===== config.mk =====
export PLATFORM = sky130hd
export DESIGN_NAME = bad_fifo
export DESIGN_NICKNAME = d
export VERILOG_FILES = /design/src/sv/bad_pkg.sv /design/src/sv/bad_fifo.sv
export SDC_FILE = /design/constraint.sdc
export NUM_CORES = 1
export LEC_CHECK = 0
export BUFFER_PORTS_ARGS = -buffer_cell sky130_fd_sc_hd__buf_2
export CAP_MARGIN = 20
export CORE_UTILIZATION = 40
export CTS_CLUSTER_SIZE = 20
export DETAILED_ROUTE_END_ITERATION = 8
export GPL_TIMING_DRIVEN = 0
export PLACE_DENSITY = 0.67
export REMOVE_ABC_BUFFERS = 1
export SLEW_MARGIN = 20
export SYNTH_ARGS = -nofsm -noshare
export SYNTH_HDL_FRONTEND = slang
export SYNTH_SLANG_ARGS = --single-unit

===== constraint.sdc =====
create_clock -name clk -period 3.3 [get_ports clk]
set_input_delay 0.165 -clock clk [delete_from_list [all_inputs] [get_ports clk]]
set_output_delay 0.165 -clock clk [all_outputs]
set_load 0.005 [all_outputs]

===== src/sv/bad_pkg.sv =====
package bad_pkg;

  // Field and register widths fixed by the interface.
  localparam int DIM_W       = 13;
  localparam int POS_W       = 12;
  localparam int CH_W        = 3;
  localparam int RAW_FACT_W  = 5;
  localparam int CFG_DATA_W  = 13;
  localparam int CFG_INDEX_W = 2;
  localparam int SUM_W       = 16;
  localparam int LANE_COUNT  = 4;
  localparam int ACC_W       = SUM_W * LANE_COUNT;
  localparam int QUEUE_DEPTH = 4;

  localparam int DEFAULT_MAX_OUT_COLUMNS = 4096;
  localparam int DEFAULT_MAX_FACTOR      = 16;

  localparam logic [DIM_W-1:0] SOURCE_LIMIT = DIM_W'(4096);

  localparam logic [DIM_W-1:0]      RESET_WIDTH    = DIM_W'(640);
  localparam logic [DIM_W-1:0]      RESET_HEIGHT   = DIM_W'(480);
  localparam logic [RAW_FACT_W-1:0] RESET_FACTOR   = RAW_FACT_W'(4);
  localparam logic [CH_W-1:0]       RESET_CHANNELS = CH_W'(3);

  typedef enum logic [CFG_INDEX_W-1:0] {
    REG_SOURCE_WIDTH  = 2'd0,
    REG_SOURCE_HEIGHT = 2'd1,
    REG_SHRINK_FACTOR = 2'd2,
    REG_CHANNEL_COUNT = 2'd3
  } cfg_reg_t;

  typedef struct packed {
    logic [7:0] pixel_c0;
    logic [7:0] pixel_c1;
    logic [7:0] pixel_c2;
    logic [7:0] pixel_c3;
  } pixel_t;

  typedef struct packed {
    logic [7:0] avg_c0;
    logic [7:0] avg_c1;
    logic [7:0] avg_c2;
    logic [7:0] avg_c3;
    logic       image_done;
  } result_t;

  // Clamped image geometry as the front end sees it.
  typedef struct packed {
    logic [DIM_W-1:0] width;
    logic [DIM_W-1:0] height;
  } geom_t;

  // One accumulate operation handed from the front end to the back end.
  typedef struct packed {
    pixel_t           pixel;
    logic [POS_W-1:0] block_col;
    logic             emit;
    logic             last;
  } op_t;

  typedef enum logic [1:0] {
    FR_START,
    FR_WAIT,
    FR_RUN
  } front_state_t;

  typedef enum logic [1:0] {
    BK_CLEAR,
    BK_IDLE,
    BK_UPDATE,
    BK_DIVIDE
  } back_state_t;

  function automatic logic [DIM_W-1:0] clamp_dim(input logic [DIM_W-1:0] v);
    logic [DIM_W-1:0] r;
    r = v;
    if (v == '0) begin
      r = DIM_W'(1);
    end else if (v > SOURCE_LIMIT) begin
      r = SOURCE_LIMIT;
    end
    return r;
  endfunction

  function automatic logic [CH_W-1:0] clamp_channels(input logic [CH_W-1:0] v);
    logic [CH_W-1:0] r;
    r = v;
    if (v == '0) begin
      r = CH_W'(1);
    end else if (v > CH_W'(LANE_COUNT)) begin
      r = CH_W'(LANE_COUNT);
    end
    return r;
  endfunction

  function automatic logic [7:0] pixel_byte(input pixel_t p, input int unsigned c);
    logic [7:0] b;
    case (c)
      0: b = p.pixel_c0;
      1: b = p.pixel_c1;
      2: b = p.pixel_c2;
      3: b = p.pixel_c3;
      default: b = '0;
    endcase
    return b;
  endfunction

endpackage


===== src/sv/bad_fifo.sv =====
module bad_fifo
  import bad_pkg::*;
(
  input  logic clk,
  input  logic rst,
  input  logic push,
  input  op_t  push_op,
  input  logic pop,
  output op_t  head_op,
  output logic full,
  output logic empty
);

  localparam int PTR_W = $clog2(QUEUE_DEPTH);
  localparam int CNT_W = $clog2(QUEUE_DEPTH + 1);

  op_t              entries [QUEUE_DEPTH];
  logic [PTR_W-1:0] wr_ptr;
  logic [PTR_W-1:0] rd_ptr;
  logic [CNT_W-1:0] count;

  function automatic logic [PTR_W-1:0] bump(input logic [PTR_W-1:0] p);
    return (p == PTR_W'(QUEUE_DEPTH - 1)) ? '0 : p + PTR_W'(1);
  endfunction

  always_ff @(posedge clk) begin
    if (rst) begin
      wr_ptr <= '0;
      rd_ptr <= '0;
      count  <= '0;
    end else begin
      if (push) begin
        wr_ptr <= bump(wr_ptr);
      end
      if (pop) begin
        rd_ptr <= bump(rd_ptr);
      end
      if (push && !pop) begin
        count <= count + CNT_W'(1);
      end else if (pop && !push) begin
        count <= count - CNT_W'(1);
      end
    end
  end

  always_ff @(posedge clk) begin
    if (push) begin
      entries[wr_ptr] <= push_op;
    end
  end

  assign head_op = entries[rd_ptr];
  assign full    = (count == CNT_W'(QUEUE_DEPTH));
  assign empty   = (count == '0);

  assert property (@(posedge clk) disable iff (rst) push |-> !full)
    else $error("queue overflow");
  assert property (@(posedge clk) disable iff (rst) pop |-> !empty)
    else $error("queue underflow");

endmodule


==> results of run 1 <==
==> metal layers <==
layer  vias up  global-route usage [%]
met5         -                       0
met4         0                    5.87
met3        13                    3.29
met2        77                    24.5
met1      1714                    18.7
li1       1522                       -
==> layout make-up <==
class                           count  area share (%)
Sequential cell                   193            63.6
Multi-Input combinational cell     77            14.6
Timing Repair Buffer              149            11.8
Clock buffer                       18            4.78
Tap cell                          225            3.14
Clock inverter                     14            1.80
Inverter                            4           0.167
==> flip-flops by register name, indices dropped and copies added, names as in the netlist, named ones only <==
signal	cells
entries	184
count	3
rd_ptr	2
wr_ptr	2
==> Yosys cell counts, types with 2 or more instances <==
master	instances	share of area [%]
mux2i_1	4	0.56
ha_1	6	1.1
edfxtp_1	184	77
a21oi_1	2	0.14
nor3b_1	2	0.21
dfxtp_1	9	2.5
mux4_2	40	13
and2_1	4	0.35
nor2_1	7	0.37
inv_1	4	0.21
mux4_1	6	2.2
xor2_1	2	0.25
buf_2	4	0.28
buf_12	4	1.1
==> per-stage QoR <==
stage               TNS [ns]  hold slack (ns)
floorplan                  0            0.234
global placement      -23.15            0.375
detailed placement         0            0.382
CTS                        0           0.0859
global route               0            0.122
finish                     0            0.113
==> final timing paths <==
path / from / end / slack, ns / cells after the start
worst min register to register: count[2] / count[2] / 0.52 / 2
worst max register to register: wr_ptr[0] / entries[2][16] / 1.71 / 4
worst max-delay path: flip-flop / head_op[28] / 0.98 / 3
worst min-delay path: pop / rd_ptr[1] / 0.11 / 3
==> what timing repair did <==
| action | CTS | global route |
|---|---|---|
| hold buffers | 47 | 0 |
| gates resized for setup | 0 | 0 |
| hold endpoints to repair | 191 | 0 |
==> kinds of logic after synthesis <==
| group | share of synthesized area (%) |
|---|---|
| compound gates | 0.210 |
| xor+xnor | 0.245 |
| fa+ha+maj | 1.33 |
| buf+inv | 1.84 |
| flops | 79.9 |
| mux | 15.4 |
| simple gates | 1.09 |
==> power breakdown <==
group          internal [mW]  switching [mW]  total, mW
logic                  0.251           0.197      0.448
registers               2.80          0.0598       2.86
clock network           1.19           0.854       2.05
total                   4.24            1.11       5.35
==> critical path, delay by kind of cell, from the launching register on <==
kind / cells / cell delay [ns]
mux: 1 / 0.62
buf+inv: 2 / 0.45
flops: 1 / 0.65
==> impl_results.md, run 1 <==
- Period utilization: a little over 70%
- Slowest-stage cell, CP: dfxtp_4
- Worst-Margin Slew: approximately 0.7 ns
- Standard-cell rows: 48
- Vias per cell: 4.89
- Clock-pin slew on the worst setup and hold paths: about 0.070 ns
- Pwr/cell area: about 600 nW/µm²
- Nets: between 400 and 500
- # setup viols final: 0
- Skew final: between 0.007 and 0.008 ns
- Pins Over Slew Limit: 0
- Commonest register cell after synthesis: edfxtp_1
- Register area share after synthesis: approximately four fifths
- Clock tree buffer depth: 2
- Dpl hpwl: roughly 7200 µm
- Final hold viol count: 0
- Routed len/inst: 18.4 µm
- Worst min path class: in -> reg
- Initial DRC count: ~170
- Layout fillers: around 1400
- Ys Warns: 0
- DRT met1 WL: around 5500 µm
- Worst slew margin: between 50% and 60%
- Area of the multi-input gates: about 1300 µm²
- Final design utilization: a little over 50%
- Core Area: around 17000 µm²
- Initial Util: between 40% and 50%
- Placed Area: between 7000 and 8000 µm²
- Clock Latency Late Sink: ~0.42 ns
- Top Layer Used: met4
- Layout area overhead: 25.7%
- Worst EP required: around 3.1 ns
- Die Ht: approximately 140 µm
- Number of synthesized flops with an enable pin: roughly 180
- Maxcap violations: 0
- Fmax: approximately 430 MHz
- Total Wirelength: roughly 13000 µm
- RSZ-0062 raised after global routing: false
- Synth Cell Area: 7140 µm²
- WL met3: ~440 µm
- VDD IR-drop max: approximately 0.37 mV
- Synth Instances: 284
- Chip Width: between 100 and 150 µm
- DRC violations left: 0
- Ant diodes: 0
- Worst-path cell chain: buf_12, mux4_1, buf_2
- Syn_area_per_cell: 25.1 µm²
- Final instance area: about 9000 µm²
- First-pass GRT wire length: just under 20000 µm
- CTS Buf Count: 17
- Async set or reset register ratio after synthesis: 0%
- Initial antenna violation count: 0
- Commonest non-fill, non-tap cell in the layout: edfxtp_1
- Vias: 3326
- Post-route ant nets: 0
- Post-CTS Setup Bufs: 0
- Yosys reg bits: 193
- CTS tree: yes
- Most used cells in the layout excluding fill and tap cells: 184 x edfxtp_1, 97 x buf_2, 47 x dlygate4sd3_1
- Worst slack at placement: between 1 and 1.5 ns
- Status: completed
- Distinct cells, synth: 20
- Biggest cell delay along the critical path: ~0.65 ns
- Vias in the first global route: 3635
- Largest net degree at the start of global routing: 47
- Port-buffer cells: 97
- P_leak: 3.10 nW
- CP Launch Type: flip-flop
- Placed Cells incl. Taps: 601
- Clock Sink Count: approximately 190
- Met2 WL: approximately 6400 µm
- Total track usage: between 10 and 15%
- Crit path DAT: around 2.2 ns
- Layout cells sized above 1: around two fifths
- Final cell count without fillers: between 600 and 700
- Final Total Pwr: 5.35 mW
- Io pins: 98
- Critical path class: reg -> out
- Final worst setup slack: between 0.9 and 1 ns
- CP Max Fanout: 26
- Die footprint: 18400 µm²
- H-tree depth: 4
- Final min period: 2.32 ns
- Overflow after GRT: 0
- Crit. End Element: primary output
- Root Driver: clkbuf_16
- FF+latch area: between 5000 and 6000 µm²
- Final GP Congestion: a little over 0.6
- Router iterations before antenna repair: 4
(Power assumes the default switching activity.)
==> run 2, diff against run 1 <==
- PLACE_DENSITY: 0.67 -> 0.69
- clock period: 3.3 -> 2 ns (I/O delays scaled with it)
==> impl_results.md, run 2 (synthesis results as in run 1) <==
- Status: completed
- Combinational power share: 9.2% (+0.8 points)
- Initial antenna violation count: 0 (unchanged)
- R2R depth: 3 (-1)
- Initial Util: 41.1% (unchanged)
- DRC violations left: 0 (unchanged)
- CP Launch Type: flip-flop
- CTS Buf Count: 17 (unchanged)
- Dpl hpwl: 7140 µm (-0.30%)
- P_leak: 3.08 nW (-0.41%)
- Chip Width: 136 µm (unchanged)
- Standard-cell rows: 48 (unchanged)
- Core Area: 17400 µm² (unchanged)
- Vias per cell: 4.88 (-0.23%)
- RSZ-0062 raised after global routing: false
- Biggest cell delay along the critical path: 0.60 ns (-0.05 ns)
- Net switching power: 1.85 mW (+67%)
- Clock Sink Count: 193 (unchanged)
- Biggest regs: entries x184, count x3
- Clock Latency Late Sink: 0.43 ns (about the same)
- Worst slack at placement: 0.161 ns (-1.19 ns)
- Max FFs per register: 184 (unchanged)
- Final worst setup slack: 0.115 ns (-0.860 ns)
- Port-buffer cells: 97 (unchanged)
- CTS tree: yes
- Clock-pin slew on the worst setup and hold paths: 0.07 ns (about the same)
- Router iterations before antenna repair: 4 (unchanged)
- Ant diodes: 0 (unchanged)
- Routed len/inst: 18.0 µm (-2.3%)
- Worst slew margin: 72.3% (+19 points)
- Final hold viol count: 0 (unchanged)
- Fmax: between 500 and 600 MHz
- Hold Path Depth: 3 (unchanged)
- Most used cells in the layout excluding fill and tap cells: 184 x edfxtp_1, 97 x buf_2, 47 x dlygate4sd3_1
- Clock tree buffer depth: 2 (unchanged)
- Die Ht: 136 µm (unchanged)
- VDD IR-drop max: 0.580 mV (+57%)
- Crit. End Element: primary output
- Reg2reg end: entries[3][41]
- Period utilization: a little over nine tenths
- Initial DRC count: 188 (+11%)
- Total Wirelength: 12300 µm (-1.7%)
- Commonest non-fill, non-tap cell in the layout: edfxtp_1
- Critical path class: reg -> out
- Final GP Congestion: 0.643 (+5.4%)
- Crit path DAT: 1.78 ns (-0.38 ns)
- Layout area overhead: 25.8% (about the same)
- Origin of the critical flop-to-flop path: wr_ptr[0]
- Most flops, register: entries
- Slowest-stage cell, CP: mux4_1
- Root Driver: clkbuf_16
- Overflow after GRT: 0 (unchanged)
- Worst min path class: in -> reg
- Internal power: 6.71 mW (+58%)
- # setup viols final: 0 (unchanged)
- Worst-path cell chain: buf_12, mux4_1, buf_2
- Post-route ant nets: 0 (unchanged)
- Layout cells sized above 1: 39.7% (+0.53 points)
- Io pins: 98 (unchanged)
- Pwr/cell area: 954 nW/µm² (+60%)
- CP Max Fanout: 25 (-3.8%)
- Worst EP required: 1.90 ns (-1.23 ns)
- Total track usage: 14.3% (-0.44 points)
- First-pass GRT wire length: 19000 µm (-2.0%)
- Vias: 3338 (+0.36%)
- Pins Over Slew Limit: 0 (unchanged)
- Power share of the clock group: 36.1% (-2.1 points)
- Switching share of power: 21.6% (+0.90 points)
- Final min period: 1.88 ns
- H-tree depth: 4 (unchanged)
- Nets: 503 (+0.80%)
- Vias in the first global route: 3558 (-2.1%)
- Largest net degree at the start of global routing: 47 (unchanged)
- Worst-Margin Slew: 0.416 ns (-0.282 ns)
- Reg power frac: 54.7% (+1.3 points)
- Post-CTS resize count: 0 (unchanged)
- Die footprint: 18400 µm² (unchanged)
- R2r setup slk: 0.42 ns (-1.29 ns)
- Maxcap violations: 0 (unchanged)
- Min-delay src: pop
- Final Total Pwr: 8.57 mW (+60%)
- Skew final: 0.0144 ns (+0.00714 ns)
run 2: cell count changes in the layout (fill, tap and decap cells not counted):
cell,before,now
inv_6,3,2
clkbuf_1,1,2
clkinv_2,5,2
bufinv_16,3,0
buf_4,0,2
clkinv_4,1,2
clkbuf_8,0,2
buf_12,4,6
clkinvlp_4,1,5
clkinv_1,1,0
run 2: repair_timing:
action                                 CTS  global route
endpoints found under the hold margin  193             0
setup endpoints to repair               27            29
setup buffers                            3             1
hold buffers                            47             0
run 2: layout make-up:
cell class	count	area (µm²)
fillers	1373	8370
well taps	225	282
clock buffers	21	460
clock inverters	11	82.6
multi-input cells	77	1310
repair buffers	153	1120
flip-flops and latches	193	5710
inverters	4	15.0
run 2: stage by stage:
step	std cells	instance area [µm²]	TNS, ns	utilization, %	hold WS, ns
after detailed placement	601	7910	0	45.6	0.318
after global routing	684	8980	0	51.8	0.0474
after floorplan	274	7020	-41.56	-	0.169
after CTS	683	8960	0	51.7	0.0143
final	684	8980	0	51.8	0.0231
after global placement	596	7790	-249.70	44.9	0.309
run 2: worst max-delay path by stage:
| stage | from | to | slack (ns) |
|---|---|---|---|
| after CTS | flip-flop | head_op[0] | 0.02 |
| after global placement | flip-flop | head_op[28] | -1.79 |
| after global routing | flip-flop | head_op[36] | 0.02 |
| after detailed placement | flip-flop | head_op[38] | 0.16 |
| final | flip-flop | head_op[38] | 0.12 |
| after floorplan | flip-flop | head_op[26] | -0.75 |
run 2: per-layer routing:
layer	share of wire (%)	vias up	GRT usage, %
li1	-	1531	-
met5	0	-	0
met4	1.2	0	5.06
met3	4.1	14	4.26
met1	43	1712	17.8
met2	52	81	23.6
run 2: worst max-delay path, delay by kind of cell (launching register included):
kind	cells	cell delay [ns]
flip-flops	1	0.37
buffers and inverters	2	0.37
multiplexers	1	0.60
run 2: power groups by stage:
stage	sequential [mW]	clock, mW	combinational (mW)
floorplan	4.80	0	0.342
global placement	4.84	0	0.621
detailed placement	4.81	0	0.680
CTS	4.70	3.17	0.794
global route	4.71	3.31	0.871
finish	4.69	3.09	0.788
