`src/sv/bad_pkg.sv`:
```
package bad_pkg;

  // Field and register widths fixed by the interface.
  localparam int DIM_W       = 13;
  localparam int POS_W       = 12;
  localparam int CH_W        = 3;
  localparam int RAW_FACT_W  = 5;
  localparam int CFG_DATA_W  = 13;
  localparam int CFG_INDEX_W = 2;
  localparam int SUM_W       = 16;
  localparam int LANE_COUNT  = 4;
  localparam int ACC_W       = SUM_W * LANE_COUNT;
  localparam int QUEUE_DEPTH = 4;

  localparam int DEFAULT_MAX_OUT_COLUMNS = 4096;
  localparam int DEFAULT_MAX_FACTOR      = 16;

  localparam logic [DIM_W-1:0] SOURCE_LIMIT = DIM_W'(4096);

  localparam logic [DIM_W-1:0]      RESET_WIDTH    = DIM_W'(640);
  localparam logic [DIM_W-1:0]      RESET_HEIGHT   = DIM_W'(480);
  localparam logic [RAW_FACT_W-1:0] RESET_FACTOR   = RAW_FACT_W'(4);
  localparam logic [CH_W-1:0]       RESET_CHANNELS = CH_W'(3);

  typedef enum logic [CFG_INDEX_W-1:0] {
    REG_SOURCE_WIDTH  = 2'd0,
    REG_SOURCE_HEIGHT = 2'd1,
    REG_SHRINK_FACTOR = 2'd2,
    REG_CHANNEL_COUNT = 2'd3
  } cfg_reg_t;

  typedef struct packed {
    logic [7:0] pixel_c0;
    logic [7:0] pixel_c1;
    logic [7:0] pixel_c2;
    logic [7:0] pixel_c3;
  } pixel_t;

  typedef struct packed {
    logic [7:0] avg_c0;
    logic [7:0] avg_c1;
    logic [7:0] avg_c2;
    logic [7:0] avg_c3;
    logic       image_done;
  } result_t;

  // Clamped image geometry as the front end sees it.
  typedef struct packed {
    logic [DIM_W-1:0] width;
    logic [DIM_W-1:0] height;
  } geom_t;

  // One accumulate operation handed from the front end to the back end.
  typedef struct packed {
    pixel_t           pixel;
    logic [POS_W-1:0] block_col;
    logic             emit;
    logic             last;
  } op_t;

  typedef enum logic [1:0] {
    FR_START,
    FR_WAIT,
    FR_RUN
  } front_state_t;

  typedef enum logic [1:0] {
    BK_CLEAR,
    BK_IDLE,
    BK_UPDATE,
    BK_DIVIDE
  } back_state_t;

  function automatic logic [DIM_W-1:0] clamp_dim(input logic [DIM_W-1:0] v);
    logic [DIM_W-1:0] r;
    r = v;
    if (v == '0) begin
      r = DIM_W'(1);
    end else if (v > SOURCE_LIMIT) begin
      r = SOURCE_LIMIT;
    end
    return r;
  endfunction

  function automatic logic [CH_W-1:0] clamp_channels(input logic [CH_W-1:0] v);
    logic [CH_W-1:0] r;
    r = v;
    if (v == '0) begin
      r = CH_W'(1);
    end else if (v > CH_W'(LANE_COUNT)) begin
      r = CH_W'(LANE_COUNT);
    end
    return r;
  endfunction

  function automatic logic [7:0] pixel_byte(input pixel_t p, input int unsigned c);
    logic [7:0] b;
    case (c)
      0: b = p.pixel_c0;
      1: b = p.pixel_c1;
      2: b = p.pixel_c2;
      3: b = p.pixel_c3;
      default: b = '0;
    endcase
    return b;
  endfunction

endpackage

```
`src/sv/bad_divider.sv`:
```
module bad_divider #(
  parameter int NUM_W = 16,
  parameter int DEN_W = 8
) (
  input  logic             clk,
  input  logic             rst,
  input  logic             start,
  input  logic [NUM_W-1:0] num,
  input  logic [DEN_W-1:0] den,
  output logic             busy,
  output logic [NUM_W-1:0] quotient,
  output logic [DEN_W-1:0] remainder
);

  localparam int CNT_W = $clog2(NUM_W + 1);

  logic [CNT_W-1:0] cnt;
  logic [NUM_W-1:0] quo;
  logic [DEN_W-1:0] rem;
  logic [DEN_W-1:0] den_q;
  logic [DEN_W:0]   trial;
  logic [DEN_W:0]   diff;
  logic             fits;

  // Restoring division, one quotient bit per cycle, most significant first.
  always_comb begin
    trial = {rem, quo[NUM_W-1]};
    diff  = trial - {1'b0, den_q};
    fits  = (trial >= {1'b0, den_q});
  end

  always_ff @(posedge clk) begin
    if (rst) begin
      busy <= 1'b0;
      cnt  <= '0;
    end else if (start) begin
      busy <= 1'b1;
      cnt  <= CNT_W'(NUM_W);
    end else if (busy) begin
      cnt <= cnt - CNT_W'(1);
      if (cnt == CNT_W'(1)) begin
        busy <= 1'b0;
      end
    end
  end

  always_ff @(posedge clk) begin
    if (start) begin
      quo   <= num;
      rem   <= '0;
      den_q <= den;
    end else if (busy) begin
      quo <= {quo[NUM_W-2:0], fits};
      rem <= fits ? diff[DEN_W-1:0] : trial[DEN_W-1:0];
    end
  end

  assign quotient  = quo;
  assign remainder = rem;

endmodule

```
`src/sv/bad_front.sv`:
```
module bad_front
  import bad_pkg::*;
#(
  parameter int MAX_OUT_COLUMNS = DEFAULT_MAX_OUT_COLUMNS,
  parameter int MAX_FACTOR      = DEFAULT_MAX_FACTOR,
  localparam int FACT_W         = $clog2(MAX_FACTOR + 1)
) (
  input  logic              clk,
  input  logic              rst,
  input  logic              resync,
  input  geom_t             geom,
  input  logic [FACT_W-1:0] factor,
  input  logic              clearing,
  input  logic              in_valid,
  output logic              in_stall,
  input  pixel_t            in_data,
  output logic              q_push,
  output op_t               q_op,
  input  logic              q_full
);

  front_state_t state;
  front_state_t state_next;

  logic [POS_W-1:0]  col;
  logic [POS_W-1:0]  row;
  logic [FACT_W-1:0] cc;
  logic [FACT_W-1:0] rr;
  logic [POS_W-1:0]  bc;
  logic [POS_W-1:0]  br;
  logic [DIM_W-1:0]  out_cols;
  logic [DIM_W-1:0]  out_rows;

  logic              div_start;
  logic              div_busy;
  logic [DIM_W-1:0]  w_quot;
  logic [DIM_W-1:0]  h_quot;
  logic [DIM_W-1:0]  c_quot;
  logic [DIM_W-1:0]  r_quot;
  logic [FACT_W-1:0] c_rem;
  logic [FACT_W-1:0] r_rem;

  logic in_ready;
  logic accept;
  logic in_range;
  logic col_end;
  logic row_end;
  logic col_wrap;
  logic row_wrap;

  // Four dividers run side by side to rebuild the block geometry and the
  // position within the block whenever the configuration changes.
  bad_divider #(.NUM_W(DIM_W), .DEN_W(FACT_W)) u_div_w (
    .clk(clk), .rst(rst), .start(div_start), .num(geom.width), .den(factor),
    .busy(div_busy), .quotient(w_quot), .remainder()
  );
  bad_divider #(.NUM_W(DIM_W), .DEN_W(FACT_W)) u_div_h (
    .clk(clk), .rst(rst), .start(div_start), .num(geom.height), .den(factor),
    .busy(), .quotient(h_quot), .remainder()
  );
  bad_divider #(.NUM_W(DIM_W), .DEN_W(FACT_W)) u_div_c (
    .clk(clk), .rst(rst), .start(div_start), .num({1'b0, col}), .den(factor),
    .busy(), .quotient(c_quot), .remainder(c_rem)
  );
  bad_divider #(.NUM_W(DIM_W), .DEN_W(FACT_W)) u_div_r (
    .clk(clk), .rst(rst), .start(div_start), .num({1'b0, row}), .den(factor),
    .busy(), .quotient(r_quot), .remainder(r_rem)
  );

  always_comb begin
    state_next = state;
    case (state)
      FR_START: state_next = FR_WAIT;
      FR_WAIT:  if (!div_busy) state_next = FR_RUN;
      FR_RUN:   state_next = FR_RUN;
      default:  state_next = FR_START;
    endcase
    if (resync) begin
      state_next = FR_START;
    end
  end

  always_comb begin
    div_start = (state == FR_START);
    in_ready  = (state == FR_RUN) && !q_full && !clearing && !resync;
  end

  always_ff @(posedge clk) begin
    if (rst) begin
      state <= FR_START;
    end else begin
      state <= state_next;
    end
  end

  assign in_stall = !in_ready;
  assign accept   = in_valid && in_ready;

  always_comb begin
    in_range = ({1'b0, bc} < out_cols) && ({1'b0, br} < out_rows);
    col_end  = (cc == factor - FACT_W'(1));
    row_end  = (rr == factor - FACT_W'(1));
    col_wrap = ({1'b0, col} + DIM_W'(1) >= geom.width);
    row_wrap = ({1'b0, row} + DIM_W'(1) >= geom.height);
  end

  always_comb begin
    q_push         = accept && in_range;
    q_op.pixel     = in_data;
    q_op.block_col = bc;
    q_op.emit      = col_end && row_end;
    q_op.last      = ({1'b0, bc} == out_cols - DIM_W'(1)) &&
                     ({1'b0, br} == out_rows - DIM_W'(1));
  end

  always_ff @(posedge clk) begin
    if (rst) begin
      col      <= '0;
      row      <= '0;
      cc       <= '0;
      rr       <= '0;
      bc       <= '0;
      br       <= '0;
      out_cols <= '0;
      out_rows <= '0;
    end else if (state == FR_WAIT && !div_busy) begin
      cc       <= c_rem;
      rr       <= r_rem;
      bc       <= c_quot[POS_W-1:0];
      br       <= r_quot[POS_W-1:0];
      out_cols <= (32'(w_quot) > MAX_OUT_COLUMNS) ? DIM_W'(MAX_OUT_COLUMNS) : w_quot;
      out_rows <= h_quot;
    end else if (accept) begin
      if (col_wrap) begin
        col <= '0;
        cc  <= '0;
        bc  <= '0;
        if (row_wrap) begin
          row <= '0;
          rr  <= '0;
          br  <= '0;
        end else begin
          row <= row + POS_W'(1);
          if (row_end) begin
            rr <= '0;
            br <= br + POS_W'(1);
          end else begin
            rr <= rr + FACT_W'(1);
          end
        end
      end else begin
        col <= col + POS_W'(1);
        if (col_end) begin
          cc <= '0;
          bc <= bc + POS_W'(1);
        end else begin
          cc <= cc + FACT_W'(1);
        end
      end
    end
  end

  assert property (@(posedge clk) disable iff (rst)
    (state == FR_RUN) |-> (cc < factor) && (rr < factor))
    else $error("position within block out of range");

endmodule

```
`config.mk`:
```
export PLATFORM = sky130hd
export DESIGN_NAME = bad_front
export DESIGN_NICKNAME = d
export VERILOG_FILES = /design/src/sv/bad_pkg.sv /design/src/sv/bad_divider.sv /design/src/sv/bad_front.sv
export SDC_FILE = /design/constraint.sdc
export NUM_CORES = 1
export LEC_CHECK = 0
export BUFFER_PORTS_ARGS = -buffer_cell sky130_fd_sc_hd__buf_2
export CAP_MARGIN = 20
export CORE_MARGIN = 4
export CORE_UTILIZATION = 35
export DETAILED_ROUTE_END_ITERATION = 16
export GPL_TIMING_DRIVEN = 1
export PLACE_DENSITY = 0.53
export SYNTH_ARGS = -nofsm -noshare
export SYNTH_HDL_FRONTEND = slang
export SYNTH_HIERARCHICAL = 1
export SYNTH_SLANG_ARGS = --single-unit
```
`constraint.sdc`:
```
create_clock -name clk -period 4.94 [get_ports clk]
set_input_delay 0.247 -clock clk [delete_from_list [all_inputs] [get_ports clk]]
set_output_delay 0.247 -clock clk [all_outputs]
set_load 0.03 [all_outputs]
```
==> impl_metrics.py, run 1 <==
metrics = {
    "route": {
        "wl_met1_um": 14240,
        "drt-initial-drc-count": 573,
        "wl_met2_um": 13780,
        "routed_wl_um": 29700,
        "wl_per_cell_um": 16.32,
        "vias": 9609,
        "viasPerCell": 5.280,
        "ant_nets": 0,
        "first_pass_iters": 5,
        "drcViolationCount": 0,
        "dr_wl_met3_um": 1318,
        "top_layer": "met4",
    },
    "sta": {
        "clock_skew_ns": 0.01234,
        "worst_pin_slew_ns": 0.8003,
        "rsz0062_at_grt": "no",
        "hold_violations": 0,
        "min_period_ns": 3.967,
        "setup_violations": 0,
        "hold_slack_ns": 0.1070,
        "period_share_pct": 80.31,
        "slew_violations": 0,
        "slew_headroom_pct": 45.27,
        "max_freq_ghz": 0.2521,
        "finalSetupTns_ns": 0,
    },
    "clock_tree": {
        "insertion_delay_ns": 0.45,
        "cts_tree": "done",
        "clock_tree.buffer_depth": 2,
        "cts_setup_buffers": 0,
        "clkSlewWorstSetupHoldPaths_ns": 0.08,
        "cts_buffers": 17,
        "cts_htree_levels": 4,
        "cts-root-buf": "clkbuf_16",
        "clock-sinks": 198,
    },
    "worst_setup_path": {
        "arrival_ns": 4.33,
        "path_max_fanout": 24,
        "start_kind": "register",
        "endpoint_kind": "register",
        "regToRegSetupSlack_ns": 0.97,
        "criticalPathCategory": "register to register",
        "worstPathRequired_ns": 5.30,
    },
    "worst_hold_path": {
        "min_path_type": "input pin to register",
    },
    "die": {
        "initial_core_util_pct": 35.51,
        "die_height_um": 195.4,
        "core-area_mm2": 0.03463,
        "pin_count": 117,
        "die_w_um": 195.4,
        "row_count": 68,
        "dieArea_mm2": 0.03819,
    },
    "power_and_ir_drop": {
        "p_int_mw": 2.815,
        "p_sw_mw": 1.112,
        "peakVddDrop_uv": 245.6,
        "p_seq_share_pct": 48.7,
        "p_comb_share_pct": 14.6,
        "leakagePower_nw": 5.341,
        "p_clk_share_pct": 36.7,
        "p_sw_share_pct": 28.32,
        "power_density_mw_per_mm2": 294.4,
    },
    "global_route": {
        "grt_max_degree": 68,
        "grt_pass1_wl_um": 48610,
        "grt_pass1_vias": 9292,
        "antenna_found_initial": 0,
        "grt_remaining_overflow": 0,
        "grt_use_total_pct": 15.51,
    },
    "logic_synthesis": {
        "synth_edf_count": 72,
        "avgSynthCellArea_um2": 8.995,
        "seq_area_frac_synth_pct": 38.10,
        "ys_seq_elements": 198,
        "syn-instance-count": 1367,
        "yosysWarnings": 6,
        "synth_area_mm2": 0.01230,
        "synth_area_leaders": "dfxtp_1, edfxtp_1, ha_1, mux2_2, xnor2_1",
        "async_flop_share_pct": 0,
        "netlist.area_leader.share_pct": 20.51,
        "synth_cell_types": 74,
        "synth_ff_type": "dfxtp_1",
        "yosysTopAreaCell": "dfxtp_1",
    },
    "placed_design": {
        "dpl.hpwl_um": 21800,
        "placed_cells": 1787,
        "routabilityCongestion": 0.8473,
        "placed_cell_area_mm2": 0.01273,
        "io_buffer_count": 52,
    },
    "final_layout": {
        "final_nets": 1515,
        "area_delta_synth_final_pct": 8.486,
        "drive_gt1_share_pct": 13.11,
        "final_cells": 1820,
        "antennaDiodeCount": 0,
        "design_area_mm2": 0.01334,
    },
    "run_status": {
        "status": "finished, final reports clean",
    },
    "job": {
        "maxCapViolCount": 0,
    },
}
## cell type report
cell class / count / area (µm²)
fill: 3462 / 21290
clock inverter: 15 / 173.9
sequential: 198 / 4684
multi-input combinational: 975 / 6778
tap: 455 / 569.3
timing repair buffer: 62 / 340.3
clock buffer: 17 / 425.4
inverter: 98 / 367.9
## sequential cells by signal, summed over array words and instances (netlist names), 12 cells and up
register and cells:
br 12, out_cols 13, col 12, u_div_r/quotient 13, u_div_c/quotient 13, bc 12
out_rows 13, u_div_h/quotient 13, u_div_w/quotient 13, row 12
## routing by layer
metal  up-vias  track usage [%]
met3        33            3.123
met2       193            25.21
li1       4836                -
met1      4547            21.15
met5         -                0
met4         0            4.034
## critical path, stage by stage, from the launching register on
cell	delay, ns
dfxtp_1	0.44
ha_1	0.23
nand3_1	0.15
nor2_1	0.23
and3_1	0.26
and3_1	0.25
xor2_1	0.09
ha_1	0.29
nand2_1	0.05
nor2_1	0.12
nand2_1	0.08
o21ai_2	0.17
buf_4	0.31
a21oi_2	0.20
a21oi_2	0.63
nor2_1	0.10
a211oi_1	0.25
## Yosys cell counts (7+ instances only)
master / count
a211o_1: 7
a211o_2: 8
a211oi_1: 16
a21o_1: 10
a21oi_1: 91
a22oi_1: 24
a311oi_1: 10
a31oi_1: 9
and3_1: 17
buf_1: 15
buf_2: 7
buf_4: 32
clkbuf_1: 43
dfxtp_1: 126
edfxtp_1: 72
ha_1: 90
inv_1: 97
mux2_2: 48
nand2_1: 112
nand2b_1: 11
nand3_1: 41
nand3b_1: 15
nand4_1: 9
nor2_1: 125
nor2b_1: 13
nor3_1: 34
nor4_1: 15
o21ai_0: 46
o22ai_1: 8
o31ai_1: 11
xnor2_1: 57
xor2_1: 36
## path summary, 6_finish.rpt
kind                                          startpoint                          to  depth (start not counted)
worst max-delay path                 col[0]$_SDFFE_PP0P_          br[6]$_SDFFE_PP0P_                         16
worst min-delay path                           factor[4]  u_div_h/den_q[4]$_DFFE_PP_                          1
worst max register to register       col[0]$_SDFFE_PP0P_          br[6]$_SDFFE_PP0P_                         16
worst min register to register  out_cols[3]$_SDFFE_PP0P_    out_cols[3]$_SDFFE_PP0P_                          2
## power groups by stage
stage	Clock (mW)	Combinational, mW	Sequential (mW)
finish	1.44	0.575	1.91
global route	1.55	0.650	1.93
CTS	1.48	0.580	1.92
detailed placement	0	0.575	1.95
global placement	0	0.569	1.95
floorplan	0	0.503	1.90
## logic make-up after synthesis
| family | count (synthesis) | share of synthesized area (%) |
|---|---|---|
| multiplexers | 51 | 4.640 |
| flip-flops | 198 | 38.10 |
| buffers and inverters | 195 | 7.001 |
| AO/OA/AOI/OAI | 291 | 15.50 |
| XOR/XNOR | 94 | 6.757 |
| other | 1 | 0.03050 |
| adder cells (fa/ha/maj) | 94 | 9.810 |
| AND/OR/NAND/NOR | 443 | 18.16 |
## repair_timing
item | CTS | global route
hold buffers | 1 | 0
hold endpoints to repair | 2 | 0
resized for setup | 0 | 0
## stage by stage
step                total power, mW  util (%)  setup slack [ns]
floorplan                     2.399         -             1.574
global route                  4.129     38.52            0.5593
finish                        3.927     38.52            0.9728
detailed placement            2.528     36.76             1.032
CTS                           3.975     38.52            0.9857
global placement              2.521     36.76             1.146
## layout by cell type (no fill, tap or decap), types with 17 or more instances in the layout
cell,netlist,routed
and3_1,17,17
dfxtp_1,126,126
edfxtp_1,72,72
mux2_2,48,48
a22oi_1,24,24
o21ai_0,46,46
inv_1,97,97
xnor2_1,57,57
nor2_1,125,125
a21oi_1,91,91
nand3_1,41,41
nand2_1,112,112
nor3_1,34,34
xor2_1,36,36
clkbuf_16,0,17
buf_2,7,51
ha_1,90,89
Power figures use the tool's default switching activity.
==> inputs of run 2 (changes only) <==
==> constraint.sdc (replaced) <==
create_clock -name clk -period 4.17 [get_ports clk]
set_input_delay 0.2085 -clock clk [delete_from_list [all_inputs] [get_ports clk]]
set_output_delay 0.2085 -clock clk [all_outputs]
set_load 0.03 [all_outputs]
==> impl_metrics.py, run 2 (synthesized netlist as in run 1, its figures left out) <==
metrics = {
    "global_route": {
        "grt_remaining_overflow": 0,
        "grt_pass1_vias": 9334,
        "grt_pass1_wl_um": 49310,
        "grt_use_total_pct": 15.61,
        "antenna_found_initial": 0,
        "grt_max_degree": 63,
    },
    "power_and_ir_drop": {
        "total_power_mw": 4.576,
        "leakagePower_nw": 5.355,
        "power_density_mw_per_mm2": 343.3,
        "peakVddDrop_uv": 284.9,
    },
    "clock_tree": {
        "cts.repair.resized": 0,
        "clock-sinks": 198,
        "clock_tree.buffer_depth": 2,
        "cts_tree": "done",
        "cts-root-buf": "clkbuf_16",
        "cts_htree_levels": 4,
        "clkSlewWorstSetupHoldPaths_ns": 0.08,
        "cts_buffers": 17,
        "insertion_delay_ns": 0.44,
    },
    "route": {
        "routed_wl_um": 29950,
        "drcViolationCount": 0,
        "vias": 9563,
        "drt-initial-drc-count": 612,
        "wl_per_cell_um": 16.42,
        "first_pass_iters": 5,
        "viasPerCell": 5.243,
        "ant_nets": 0,
    },
    "die": {
        "dieArea_mm2": 0.03819,
        "row_count": 68,
        "pin_count": 117,
        "die_height_um": 195.4,
        "core-area_mm2": 0.03463,
        "initial_core_util_pct": 35.51,
        "die_w_um": 195.4,
    },
    "placed_design": {
        "dpl.hpwl_um": 22020,
        "io_buffer_count": 52,
        "routabilityCongestion": 0.8247,
    },
    "final_layout": {
        "final_cell_mix": "dfxtp_1, nor2_1, nand2_1, inv_1, a21oi_1",
        "final_nets": 1519,
        "area_delta_synth_final_pct": 8.416,
        "final_common_cell": "dfxtp_1",
        "antennaDiodeCount": 0,
        "drive_gt1_share_pct": 13.29,
    },
    "sta": {
        "worst_pin_slew_ns": 0.7878,
        "setup_violations": 0,
        "rsz0062_at_grt": "no",
        "max_freq_ghz": 0.2614,
        "finalSetupTns_ns": 0,
        "clock_skew_ns": 0.01209,
        "hold_violations": 0,
        "slew_violations": 0,
        "period_share_pct": 91.74,
        "slew_headroom_pct": 47.29,
        "min_period_ns": 3.826,
    },
    "worst_hold_path": {
        "min_path_type": "input pin to register",
    },
    "worst_setup_path": {
        "endpoint_kind": "register",
        "arrival_ns": 4.19,
        "worstPathRequired_ns": 4.54,
        "start_kind": "register",
        "criticalPathCategory": "register to register",
        "path_max_fanout": 11,
    },
    "run_status": {
        "status": "finished, final reports clean",
    },
    "job": {
        "maxCapViolCount": 0,
    },
}
[run 2: routing by layer]
layer	part of all wire (%)	vias to the layer above	global-route usage, %
met3	3.5	25	2.346
li1	-	4844	-
met5	0	-	0
met1	49	4533	21.77
met2	47	161	25.77
met4	0.98	0	3.310
[run 2: through the flow]
| step | setup WS [ns] | hold WS [ns] | instances | instance area (µm²) | utilization (%) |
|---|---|---|---|---|---|
| 6_report | 0.3443 | 0.08319 | 1824 | 13330 | 38.50 |
| 2_1_floorplan | 0.8035 | 0.2809 | 1368 | 12300 | - |
| 5_1_grt | 0.02556 | 0.08131 | 1824 | 13330 | 38.50 |
| 4_1_cts | 0.3241 | 0.07415 | 1824 | 13330 | 38.50 |
| 3_3_place_gp | 0.5170 | 0.4172 | 1791 | 12760 | 36.85 |
| 3_5_place_dp | 0.3559 | 0.4172 | 1791 | 12760 | 36.85 |
[run 2: layout make-up]
type	count	area, µm²
Fill cell	3519	21300
Multi-Input combinational cell	975	6778
Sequential cell	198	4684
Tap cell	455	569.3
Clock buffer	18	429.2
Timing Repair Buffer	66	370.4
Inverter	98	367.9
Clock inverter	14	131.4
[run 2: report_power, final]
group	leakage (nW)	switching, mW	total [mW]	internal, mW
clock	0.275	0.828	1.62	0.796
sequential	1.80	0.128	2.27	2.14
combinational	3.28	0.385	0.684	0.299
total	5.35	1.34	4.58	3.23
[run 2: worst max-delay path: stages (launching register included)]
cell and delay, ns:
dfxtp_1 0.43, ha_1 0.24, nand3_1 0.15, nor2_1 0.23
and3_1 0.25, and3_1 0.25, xor2_1 0.09, ha_1 0.30
nand2_1 0.06, nor2_1 0.12, nand2_1 0.08, o21ai_2 0.30
nand2_1 0.13, buf_4 0.20, nor2_1 0.62, a22oi_1 0.19
nor2_1 0.12
[run 2: timing repair]
action | 4_1_cts | 5_1_grt
hold buffers | 1 | 0
setup endpoints to repair | 0 | 0
setup buffers | 0 | 0
endpoints found under the hold margin | 2 | 0
[run 2: worst paths after layout]
| path | startpoint | endpoint | slack, ns | cells after the start |
|---|---|---|---|---|
| max | col[0]$_SDFFE_PP0P_ | row[3]$_SDFFE_PP0P_ | 0.34 | 16 |
| min | factor[1] | u_div_w/den_q[1]$_DFFE_PP_ | 0.08 | 1 |
| max reg2reg | col[0]$_SDFFE_PP0P_ | row[3]$_SDFFE_PP0P_ | 0.34 | 16 |
| min reg2reg | u_div_h/cnt[1]$_SDFFE_PP0P_ | u_div_h/cnt[1]$_SDFFE_PP0P_ | 0.51 | 2 |
==> inputs of run 3 (changes only) <==
==> constraint.sdc (replaced) <==
create_clock -name clk -period 4.1 [get_ports clk]
set_input_delay 0.82 -clock clk [delete_from_list [all_inputs] [get_ports clk]]
set_output_delay 0.82 -clock clk [all_outputs]
set_load 0.03 [all_outputs]
==> impl_metrics.py, run 3 (synthesized netlist as in run 1, its figures left out) <==
metrics = {
    "run_status": {
        "status": "finished, final reports clean",
    },
    "sta": {
        "hold_violations": 0,
        "clock_skew_ns": 0.01719,
        "hold_slack_ns": 0.4876,
        "finalSetupTns_ns": 0,
        "slew_headroom_pct": 37.25,
        "max_freq_ghz": 0.2566,
        "rsz0062_at_grt": "no",
        "worst_pin_slew_ns": 0.9412,
        "slew_violations": 0,
        "period_share_pct": 95.04,
        "min_period_ns": 3.897,
        "setup_violations": 0,
        "postLayoutSetupSlackWorst_ns": 0.2034,
    },
    "die": {
        "die_height_um": 195.4,
        "pin_count": 117,
        "core-area_mm2": 0.03463,
        "dieArea_mm2": 0.03819,
        "row_count": 68,
        "die_w_um": 195.4,
        "initial_core_util_pct": 35.51,
    },
    "clock_tree": {
        "insertion_delay_ns": 0.44,
        "cts_htree_levels": 4,
        "cts_hold_buffers": 0,
        "clock_tree.buffer_depth": 2,
        "clock-sinks": 198,
        "cts_buffers": 17,
        "clkSlewWorstSetupHoldPaths_ns": 0.07,
        "cts_tree": "done",
        "cts-root-buf": "clkbuf_16",
    },
    "route": {
        "ant_nets": 0,
        "drcViolationCount": 0,
        "drt-initial-drc-count": 504,
        "wl_met2_um": 14260,
        "dr_wl_met3_um": 870,
        "wl_per_cell_um": 16.53,
        "vias": 9517,
        "viasPerCell": 5.209,
        "first_pass_iters": 5,
        "routed_wl_um": 30200,
        "top_layer": "met4",
        "wl_met1_um": 14800,
    },
    "worst_hold_path": {
        "min_path_type": "register to register",
    },
    "power_and_ir_drop": {
        "p_comb_share_pct": 15.1,
        "leakagePower_nw": 5.391,
        "total_power_mw": 4.682,
        "p_sw_share_pct": 29.08,
        "p_sw_mw": 1.361,
        "p_int_mw": 3.321,
        "p_seq_share_pct": 49.4,
        "p_clk_share_pct": 35.5,
        "peakVddDrop_uv": 280.7,
        "power_density_mw_per_mm2": 348.0,
    },
    "final_layout": {
        "fillers": 3477,
        "drive_gt1_share_pct": 14.43,
        "area_delta_synth_final_pct": 9.423,
        "final_common_cell": "nor2_1",
        "final_nets": 1522,
        "utilization_pct": 38.85,
        "final_cell_mix": "nor2_1, dfxtp_1, nand2_1, inv_1, a21oi_1",
        "antennaDiodeCount": 0,
    },
    "global_route": {
        "grt_pass1_wl_um": 49130,
        "grt_remaining_overflow": 0,
        "antenna_found_initial": 0,
        "grt_pass1_vias": 9250,
        "grt_use_total_pct": 15.57,
        "grt_max_degree": 71,
    },
    "worst_setup_path": {
        "regToRegStartpoint": "col[0]$_SDFFE_PP0P_",
        "regToRegSetupSlack_ns": 0.43,
        "endpoint": "q_op[0]",
        "worstPathRequired_ns": 3.28,
        "arrival_ns": 3.08,
        "path_max_fanout": 4,
        "cp-startpoint": "out_rows[1]$_SDFFE_PP0P_",
        "reg2reg_to": "rr[2]$_SDFFE_PP0P_",
        "criticalPathCategory": "register to output pin",
        "endpoint_kind": "output pin",
        "reg2regPathDepth": 15,
        "start_kind": "register",
    },
    "placed_design": {
        "dpl.hpwl_um": 22290,
        "io_buffer_count": 52,
        "dp_slack_ns": 0.3623,
        "routabilityCongestion": 0.8167,
    },
    "job": {
        "maxCapViolCount": 0,
    },
}
-- run 3: cell count changes in the layout (fill, tap and decap cells not counted), moves of 4 or more --
cell	delta
dfxtp_1	-5
dfxtp_2	+4
buf_4	+4
inv_6	-5
-- run 3: through the flow --
step	std cells	cell area, µm²
5_1_grt	1827	13450
4_1_cts	1825	13360
3_3_place_gp	1793	12790
2_1_floorplan	1368	12300
6_report	1827	13450
3_5_place_dp	1793	12790
-- run 3: metal layers --
layer | GRT usage, % | vias up
met5 | 0 | -
met3 | 2.657 | 22
li1 | - | 4835
met2 | 25.85 | 136
met1 | 21.39 | 4524
met4 | 3.284 | 0
-- run 3: final cells by class --
type | instances | area [µm²] | area share, %
multi-input combinational | 975 | 6852 | 50.93
tap | 455 | 569.3 | 4.231
clock inverter | 12 | 110.1 | 0.8184
clock buffer | 20 | 456.7 | 3.394
sequential | 198 | 4693 | 34.88
timing repair buffer | 69 | 405.4 | 3.013
inverter | 98 | 367.9 | 2.734
-- run 3: what timing repair did --
action | 4_1_cts | 5_1_grt
cloned | 0 | 0
buffers inserted | 0 | 2
pin swaps | 0 | 5
gates resized for setup | 1 | 17
setup endpoints to repair | 1 | 5
-- run 3: worst min path at each step --
stage / from / endpoint / depth (start not counted) / slack, ns
3_5_place_dp: out_rows[1]$_SDFFE_PP0P_ / out_rows[1]$_SDFFE_PP0P_ / 2 / 0.49
2_1_floorplan: out_cols[9]$_SDFFE_PP0P_ / out_cols[9]$_SDFFE_PP0P_ / 2 / 0.46
5_1_grt: out_rows[1]$_SDFFE_PP0P_ / out_rows[1]$_SDFFE_PP0P_ / 2 / 0.53
6_report: out_rows[1]$_SDFFE_PP0P_ / out_rows[1]$_SDFFE_PP0P_ / 2 / 0.49
3_3_place_gp: out_rows[1]$_SDFFE_PP0P_ / out_rows[1]$_SDFFE_PP0P_ / 2 / 0.48
4_1_cts: out_rows[1]$_SDFFE_PP0P_ / out_rows[1]$_SDFFE_PP0P_ / 2 / 0.51
-- run 3: worst max-delay path, cell delays in order, from the launching register on --
cell and delay [ns]:
dfxtp_2 0.34, inv_1 0.11, ha_4 0.21, xnor2_1 0.11, or4_4 0.53, nor3_4 0.18, o2111ai_2 0.14, a2111oi_4 0.32
o2111ai_2 0.18, a2111oi_4 0.30, buf_4 0.21
-- run 3: power groups by stage --
stage          clock, mW  sequential (mW)  combinational [mW]
2_1_floorplan          0             2.29               0.606
3_3_place_gp           0             2.36               0.687
3_5_place_dp           0             2.36               0.694
4_1_cts             1.71             2.32               0.698
5_1_grt             1.79             2.33               0.796
6_report            1.66             2.31               0.707
